File: config.mk
export PLATFORM = sky130hd
export DESIGN_NAME = fraction_alu_reduce
export DESIGN_NICKNAME = d
export VERILOG_FILES = /design/src/design/far_pkg.sv /design/src/design/far_cell.sv /design/src/design/far_div.sv /design/src/design/fraction_alu_reduce.sv
export VERILOG_INCLUDE_DIRS = /design/src /design/src/design
export SDC_FILE = /design/constraint.sdc
export NUM_CORES = 2
export LEC_CHECK = 0
export ABC_AREA = 1
export CORE_ASPECT_RATIO = 0.5
export CORE_MARGIN = 2
export CORE_UTILIZATION = 45
export CTS_CLUSTER_SIZE = 8
export DETAILED_ROUTE_END_ITERATION = 10
export DONT_BUFFER_PORTS = 1
export GPL_TIMING_DRIVEN = 0
export PLACE_DENSITY = 0.71
export SYNTH_ARGS = -nofsm -noshare
export SYNTH_HDL_FRONTEND = slang
export SYNTH_HIERARCHICAL = 1
export SYNTH_SLANG_ARGS = --single-unit
File: constraint.sdc
create_clock -name clk -period 14.8 [get_ports clk]
set_clock_uncertainty 0.15 [all_clocks]
set_input_delay 2.96 -clock clk [delete_from_list [all_inputs] [get_ports clk]]
set_output_delay 2.96 -clock clk [all_outputs]
set_load 0.02 [all_outputs]
File: src/design/fraction_alu_reduce_defines.svh
// Assertion macros used by the fraction ALU top module, fraction_alu_reduce.
// Each macro expands to one labeled concurrent assertion on clk and rst_n.
`ifndef FRACTION_ALU_REDUCE_DEFINES_SVH
`define FRACTION_ALU_REDUCE_DEFINES_SVH

// Same-cycle implication.
`define FAR_ASSERT_NOW(lbl, ante, cons, msg) \
  lbl: assert property (@(posedge clk) disable iff (!rst_n) (ante) |-> (cons)) \
    else $error(msg);

// Next-cycle implication.
`define FAR_ASSERT_NEXT(lbl, ante, cons, msg) \
  lbl: assert property (@(posedge clk) disable iff (!rst_n) (ante) |=> (cons)) \
    else $error(msg);

`endif

File: src/design/far_pkg.sv
// Shared types and constants of the fraction ALU.
// No dependencies; used by far_div, fraction_alu_reduce and the testbench.
`default_nettype none
package far_pkg;
  localparam int MagW = 32;
  localparam int CntW = 6;

  localparam logic [1:0] OP_ADD = 2'd0;
  localparam logic [1:0] OP_SUB = 2'd1;
  localparam logic [1:0] OP_MUL = 2'd2;
  localparam logic [1:0] OP_DIV = 2'd3;

  typedef enum logic [2:0] {
    ST_IDLE, ST_MUL, ST_SUM, ST_CHK, ST_GCD, ST_DIVN, ST_DIVD, ST_FIN
  } state_t;

  typedef struct packed {
    logic            done;
    logic [MagW-1:0] quot;
  } div_stat_t;
endpackage
`default_nettype wire

File: src/design/far_cell.sv
// One bit cell of the divider's shift chain.
// Loads a dividend bit or takes its neighbor's bit on each shift.
`default_nettype none
module far_cell (
  input  wire logic clk,
  input  wire logic load,
  input  wire logic load_bit,
  input  wire logic shift,
  input  wire logic shift_in,
  output logic      bit_q
);
  logic bit_r;

  always_ff @(posedge clk) begin
    if (load) begin
      bit_r <= load_bit;
    end else if (shift) begin
      bit_r <= shift_in;
    end
  end

  assign bit_q = bit_r;
endmodule
`default_nettype wire

File: src/design/far_div.sv
// Restoring divider built on a chain of far_cell bit cells.
// The chain shifts the dividend out at the top and quotient bits in at the bottom.
// Depends on far_pkg and far_cell.
`default_nettype none
module far_div (
  input  wire logic                     clk,
  input  wire logic                     rst_n,
  input  wire logic                     start,
  input  wire logic [far_pkg::MagW-1:0] dividend,
  input  wire logic [far_pkg::MagW-1:0] divisor,
  output far_pkg::div_stat_t            stat
);
  import far_pkg::*;

  logic [MagW-1:0] chain;
  logic [MagW-1:0] dsr_r;
  logic [MagW:0]   rem_r, rem_nxt, rem_sh;
  logic [CntW-1:0] cnt_r, cnt_nxt;
  logic            done_r, done_nxt;
  logic            step, qbit;

  assign step   = (cnt_r != '0);
  assign rem_sh = {rem_r[MagW-1:0], chain[MagW-1]};
  assign qbit   = (rem_sh >= {1'b0, dsr_r});

  genvar i;
  generate
    for (i = 0; i < MagW; i++) begin : g_cell
      if (i == 0) begin : g_first
        far_cell u_cell (.clk(clk), .load(start), .load_bit(dividend[i]),
                         .shift(step), .shift_in(qbit), .bit_q(chain[i]));
      end else begin : g_rest
        far_cell u_cell (.clk(clk), .load(start), .load_bit(dividend[i]),
                         .shift(step), .shift_in(chain[i-1]), .bit_q(chain[i]));
      end
    end
  endgenerate

  always_comb begin
    rem_nxt  = rem_r;
    cnt_nxt  = cnt_r;
    done_nxt = 1'b0;
    if (start) begin
      rem_nxt = '0;
      cnt_nxt = CntW'(MagW);
    end else if (step) begin
      rem_nxt  = qbit ? (rem_sh - {1'b0, dsr_r}) : rem_sh;
      cnt_nxt  = cnt_r - 1'b1;
      done_nxt = (cnt_r == CntW'(1));
    end
  end

  always_ff @(posedge clk) begin
    if (!rst_n) begin
      cnt_r  <= '0;
      done_r <= 1'b0;
    end else begin
      cnt_r  <= cnt_nxt;
      done_r <= done_nxt;
    end
    rem_r <= rem_nxt;
    if (start) begin
      dsr_r <= divisor;
    end
  end

  assign stat.done = done_r;
  assign stat.quot = chain;
endmodule
`default_nettype wire

File: src/design/fraction_alu_reduce.sv
// Fraction ALU: adds, subtracts, multiplies or divides two signed fractions
// and reduces the result to lowest terms.
// The input channel takes one beat with the operation and both fractions.
// The output channel gives one beat with the reduced numerator and
// denominator and an error flag; a zero denominator gives 0/0 with the flag.
// One item is worked on at a time: in_stall is high from acceptance until
// the result has been moved to the output register.
// After the MUL, SUM and CHK states an item runs through the binary GCD loop
// (one step per cycle) and then two divisions on the shared bit-cell divider.
// An error or a zero numerator skips the GCD and both divisions.
// Reset clears the control state and drops out_valid.
// When out_stall is high the result beat holds; the block may finish the
// next item meanwhile and waits for the output register to free up.
// Depends on far_pkg, far_div and far_cell.
`default_nettype none
module fraction_alu_reduce (
  input  wire logic               clk,
  input  wire logic               rst_n,
  input  wire logic               in_valid,
  output logic                    in_stall,
  input  wire logic [1:0]         in_req_type,
  input  wire logic signed [15:0] in_num_a,
  input  wire logic signed [15:0] in_den_a,
  input  wire logic signed [15:0] in_num_b,
  input  wire logic signed [15:0] in_den_b,
  output logic                    out_valid,
  input  wire logic               out_stall,
  output logic signed [32:0]      out_res_num,
  output logic signed [31:0]      out_res_den,
  output logic                    out_div_error
);
  import far_pkg::*;
  `include "fraction_alu_reduce_defines.svh"

  state_t state_r, state_nxt;

  logic [1:0]         op_r;
  logic signed [15:0] na_r, da_r, nb_r, db_r;
  logic signed [31:0] t1_r, t2_r, tden_r;
  logic signed [32:0] n_r;
  logic signed [31:0] d_r;
  logic               zop_r;
  logic [MagW-1:0]    ga_r, gb_r, g_r, qn_r;
  logic [4:0]         k_r;
  logic signed [32:0] rn_r;
  logic signed [31:0] rd_r;
  logic               re_r;
  logic               out_valid_r;
  logic signed [32:0] out_num_r;
  logic signed [31:0] out_den_r;
  logic               out_err_r;

  logic               accept, out_free, gcd_done;
  logic               div_start;
  logic [MagW-1:0]    div_dividend, div_divisor;
  div_stat_t          div_stat;
  logic signed [15:0] mx, my;
  logic signed [32:0] s_a, s_b, w1, w2;
  logic [MagW-1:0]    mag_n, mag_d;
  logic signed [32:0] qn_ext;
  logic signed [31:0] qd_s;

  assign out_free = !out_valid_r || !out_stall;
  assign gcd_done = (ga_r == gb_r);
  assign mx = (op_r == OP_MUL) ? nb_r : db_r;
  assign my = (op_r == OP_DIV) ? nb_r : db_r;
  assign s_a = 33'(na_r);
  assign s_b = 33'(nb_r);
  assign w1 = 33'(t1_r);
  assign w2 = 33'(t2_r);
  assign mag_n = n_r[32] ? MagW'(-n_r) : MagW'(n_r);
  assign mag_d = d_r[31] ? MagW'(-d_r) : MagW'(d_r);
  assign qn_ext = 33'({1'b0, qn_r});
  assign qd_s = $signed(div_stat.quot);

  always_comb begin
    state_nxt = state_r;
    unique case (state_r)
      ST_IDLE: if (accept) state_nxt = ST_MUL;
      ST_MUL:  state_nxt = ST_SUM;
      ST_SUM:  state_nxt = ST_CHK;
      ST_CHK: begin
        if (zop_r || d_r == '0 || n_r == '0) state_nxt = ST_FIN;
        else                                 state_nxt = ST_GCD;
      end
      ST_GCD:  if (gcd_done) state_nxt = ST_DIVN;
      ST_DIVN: if (div_stat.done) state_nxt = ST_DIVD;
      ST_DIVD: if (div_stat.done) state_nxt = ST_FIN;
      ST_FIN:  if (out_free) state_nxt = ST_IDLE;
      default: state_nxt = ST_IDLE;
    endcase
  end

  always_comb begin
    in_stall     = 1'b1;
    div_start    = 1'b0;
    div_dividend = mag_n;
    div_divisor  = ga_r << k_r;
    unique case (state_r)
      ST_IDLE: in_stall = 1'b0;
      ST_GCD:  div_start = gcd_done;
      ST_DIVN: begin
        div_start    = div_stat.done;
        div_dividend = mag_d;
        div_divisor  = g_r;
      end
      default: ;
    endcase
  end

  assign accept = in_valid && !in_stall;

  far_div u_div (
    .clk(clk), .rst_n(rst_n), .start(div_start),
    .dividend(div_dividend), .divisor(div_divisor), .stat(div_stat)
  );

  always_ff @(posedge clk) begin
    if (!rst_n) begin
      state_r     <= ST_IDLE;
      out_valid_r <= 1'b0;
    end else begin
      state_r <= state_nxt;
      if (state_r == ST_FIN && out_free) begin
        out_valid_r <= 1'b1;
      end else if (!out_stall) begin
        out_valid_r <= 1'b0;
      end
    end
    if (accept) begin
      op_r <= in_req_type;
      na_r <= in_num_a;
      da_r <= in_den_a;
      nb_r <= in_num_b;
      db_r <= in_den_b;
    end
    unique case (state_r)
      ST_MUL: begin
        t1_r   <= 32'(na_r) * 32'(mx);
        t2_r   <= 32'(da_r) * 32'(nb_r);
        tden_r <= 32'(da_r) * 32'(my);
        zop_r  <= (da_r == '0) || (db_r == '0);
      end
      ST_SUM: begin
        if ((op_r == OP_ADD || op_r == OP_SUB) && da_r == db_r) begin
          n_r <= (op_r == OP_ADD) ? (s_a + s_b) : (s_a - s_b);
          d_r <= 32'(da_r);
        end else begin
          case (op_r)
            OP_ADD:  n_r <= w1 + w2;
            OP_SUB:  n_r <= w1 - w2;
            default: n_r <= w1;
          endcase
          d_r <= tden_r;
        end
      end
      ST_CHK: begin
        ga_r <= mag_n;
        gb_r <= mag_d;
        k_r  <= '0;
        if (zop_r || d_r == '0) begin
          rn_r <= '0;
          rd_r <= '0;
          re_r <= 1'b1;
        end else begin
          rn_r <= '0;
          rd_r <= d_r[31] ? -32'sd1 : 32'sd1;
          re_r <= 1'b0;
        end
      end
      ST_GCD: begin
        if (gcd_done) begin
          g_r <= ga_r << k_r;
        end else if (!ga_r[0] && !gb_r[0]) begin
          ga_r <= ga_r >> 1;
          gb_r <= gb_r >> 1;
          k_r  <= k_r + 1'b1;
        end else if (!ga_r[0]) begin
          ga_r <= ga_r >> 1;
        end else if (!gb_r[0]) begin
          gb_r <= gb_r >> 1;
        end else if (ga_r > gb_r) begin
          ga_r <= ga_r - gb_r;
        end else begin
          gb_r <= gb_r - ga_r;
        end
      end
      ST_DIVN: if (div_stat.done) qn_r <= div_stat.quot;
      ST_DIVD: begin
        if (div_stat.done) begin
          rn_r <= n_r[32] ? -qn_ext : qn_ext;
          rd_r <= d_r[31] ? -qd_s : qd_s;
          re_r <= 1'b0;
        end
      end
      default: ;
    endcase
    if (state_r == ST_FIN && out_free) begin
      out_num_r <= rn_r;
      out_den_r <= rd_r;
      out_err_r <= re_r;
    end
  end

  assign out_valid     = out_valid_r;
  assign out_res_num   = out_num_r;
  assign out_res_den   = out_den_r;
  assign out_div_error = out_err_r;

  `FAR_ASSERT_NEXT(a_out_hold, out_valid_r && out_stall, out_valid_r, "result beat dropped")
  `FAR_ASSERT_NOW(a_err_zero, out_valid_r && out_err_r,
                  out_num_r == '0 && out_den_r == '0, "error beat not 0/0")
  `FAR_ASSERT_NOW(a_den_nz, out_valid_r && !out_err_r, out_den_r != '0, "zero denominator")
  `FAR_ASSERT_NOW(a_div_idle, div_stat.done, state_r == ST_DIVN || state_r == ST_DIVD,
                  "divider finished outside a division")
endmodule
`default_nettype wire

==> out/metrics.cfg <==
[run_status]
run_status=finished with violations
violations=max-capacitance violations, max-slew violations

[logic_synthesis]
synthFlopType=edfxtp_1
syn_inst=8828
synth-edff-count=557
synth.top_cell.area_share=0.241
avgSynthCellArea_sq_um=7.86
yosysUniqueCellTypes=65
async_flop_share=0
ys_seq_area_frac=0.253
ys_seq_elements=600
yosysMostFrequentCell=nand2_1
syn_nets=10100
synth_commonest_cells=2,177 x nand2_1, 1,751 x inv_1, 902 x nor2_1
synth_top_cell_by_area=edfxtp_1
syn_area_sq_um=69400
ys_warn_count=6
synth_area_leaders=edfxtp_1 24%, fa_1 23%, nand2_1 12%

[sta]
report.final.setup_viol=0
hold_viol_final=0
fin_crit_sh=0.571
maxSlewHeadroom=-0.0464
max_freq_mhz=118
rsz0062_at_grt=no
setup_ws_ns=6.35
period_needed_ns=8.45
slew_violations=6
tightest_slew_ns=1.55
final.setup.tns_ns=0

[clock_network]
postCtsHoldBufs=0
path_clk_slew_ns=0.06
cts-root-buf=clkbuf_16
clock_sinks=600
htree_levels=3
cts_buffers=87
cts_buffer_depth=3
cts_setup_buffers=0
cts-resized-gates=0
clk_latency_ns=0.71
cts_tree=built

[critical_path]
arrival_ns=8.74
max_stage_delay_ns=1.22
critical_path.top_delay_family=adder cells
cp-start-kind=flip-flop
cp_data_required_time_ns=15.09
critPathKind=flip-flop to flip-flop
crit_slowest_cell=o21ai_0
end_kind=flip-flop
crit_top_cell=fa_1
cp.buffers_inverters=7
crit_fanout=10

[detailed_routing]
ant_nets=0
vias_per_cell=5.39
drcViolationCount=0
dr.pass1.iters=9
via_count=59600
drt_iter0_markers=6525
wl_per_cell_um=20.7
drt-total-wl_mm=229

[floorplan]
initial_core_util=0.455
io_pins=138
dieArea_sq_um=158000
fp.coreArea_sq_um=152000
die_height_um=282
die_w_um=559
rows=101

[job]
drv_cap=1

[grt]
grt_max_degree=48
grt_pass1_vias=57600
grt_pass1_wl_mm=344
track_usage=0.288
antenna_found_initial=11
grt-ovfl-total=0

[finish]
fin_area_sq_um=75000
areaGrowthSynthToFinish_pct=8.07
fin_nets=10200
layout-drive-gt1-share=0.0350
final_util=0.492
fill_cells=14800

[worst_hold_path]
hold_class=flip-flop to flip-flop

[placement]
io_buffers=0
place_congestion=1.03
hpwlAfterDp_mm=189
place_ws_ns=6.58
dpl_cell_area_sq_um=72400

==> final cells by class <==
type / instances / area (sq um) / area share
diodes: 5 / 12.5 / 0.000167
repair buffers: 27 / 388 / 0.00517
multi-input cells: 6167 / 44000 / 0.586
flip-flops and latches: 600 / 17600 / 0.234
plain buffers: 275 / 1210 / 0.0161
well taps: 2060 / 2580 / 0.0344
inverters: 1786 / 6710 / 0.0894
clock buffers: 120 / 2300 / 0.0307
clock inverters: 13 / 258 / 0.00344
==> layer usage <==
metal  global-route usage  vias to the layer above  part of all wire
met1                0.382                    28600              0.41
met3               0.0654                      545              0.10
met5                    0                        -           0.00037
met2                0.456                     2921              0.45
met4                0.117                       12             0.046
li1                     -                    27500                 -
==> kinds of logic (layout without fill, tap and decap cells) <==
| group | after synthesis | count (layout) | share of synthesized area |
|---|---|---|---|
| XOR/XNOR | 276 | 276 | 0.0348 |
| flip-flops | 600 | 600 | 0.253 |
| AND/OR/NAND/NOR | 3706 | 3706 | 0.219 |
| other | 0 | 5 | 0 |
| adder cells (fa/ha/maj) | 1191 | 1191 | 0.300 |
| multiplexers | 9 | 9 | 0.00130 |
| buffers and inverters | 2061 | 2221 | 0.114 |
| AO/OA/AOI/OAI | 985 | 985 | 0.0775 |
==> final timing paths <==
kind / cells after the start / startpoint / slack, ns / end
max: 25 / op_r[1]$_DFFE_PP_ / 6.35 / tden_r[29]$_DFFE_PP_
min: 0 / re_r$_SDFFCE_PP0P_ / 0.25 / out_div_error$_DFFE_PP_
max reg2reg: 25 / op_r[1]$_DFFE_PP_ / 6.35 / tden_r[29]$_DFFE_PP_
min reg2reg: 0 / re_r$_SDFFCE_PP0P_ / 0.25 / out_div_error$_DFFE_PP_
==> worst register-to-register path, cell delays in order (launching register included) <==
cell and delay [ns]:
edfxtp_1 0.31, buf_2 0.42, nand2_1 0.21, clkbuf_1 0.24
o21ai_0 1.22, inv_1 0.21, clkbuf_1 0.38, nand2_1 0.19
fa_1 0.40, inv_1 0.08, fa_1 0.45, fa_1 0.58
fa_1 0.44, fa_1 0.50, inv_1 0.05, fa_1 0.51
inv_1 0.05, ha_1 0.36, a21oi_1 0.28, o21ai_0 0.14
a21oi_1 0.27, nand3_1 0.18, a21oi_1 0.31, o21ai_0 0.13
nand2_1 0.07, nand2_1 0.05
==> stage by stage <==
step,hold WS (ns),instances
2_1_floorplan,0.250,8828
3_3_place_gp,0.252,10900
3_5_place_dp,0.255,10900
4_1_cts,0.254,11000
5_1_grt,0.261,11100
6_report,0.251,11100
==> layout by cell type (no fill, tap or decap), types with 12 or more instances in the layout <==
| cell type | count |
|---|---|
| nand2_1 | 2177 |
| inv_1 | 1751 |
| nor2_1 | 899 |
| fa_1 | 791 |
| edfxtp_1 | 557 |
| a21oi_1 | 404 |
| ha_1 | 400 |
| o21ai_0 | 386 |
| nand3_1 | 313 |
| clkbuf_1 | 204 |
| xor2_1 | 189 |
| xnor2_1 | 87 |
| clkbuf_16 | 87 |
| nor3_1 | 71 |
| nand4_1 | 65 |
| dfxtp_1 | 43 |
| buf_2 | 41 |
| buf_1 | 38 |
| or2_1 | 32 |
| o211ai_1 | 29 |
| nand2_2 | 28 |
| o21bai_1 | 26 |
| a31oi_1 | 25 |
| clkinv_1 | 22 |
| nor4_1 | 22 |
| a21o_1 | 21 |
| buf_6 | 21 |
| nand3b_1 | 20 |
| or2_2 | 18 |
| a21boi_0 | 16 |
| o21ai_1 | 14 |
| and2_1 | 13 |
| o31ai_1 | 13 |
| inv_2 | 12 |
| a21oi_2 | 12 |
Power is left out: the tool's default activity adds up to more than one toggle a clock period on the data nets, which glitch-free logic cannot reach.
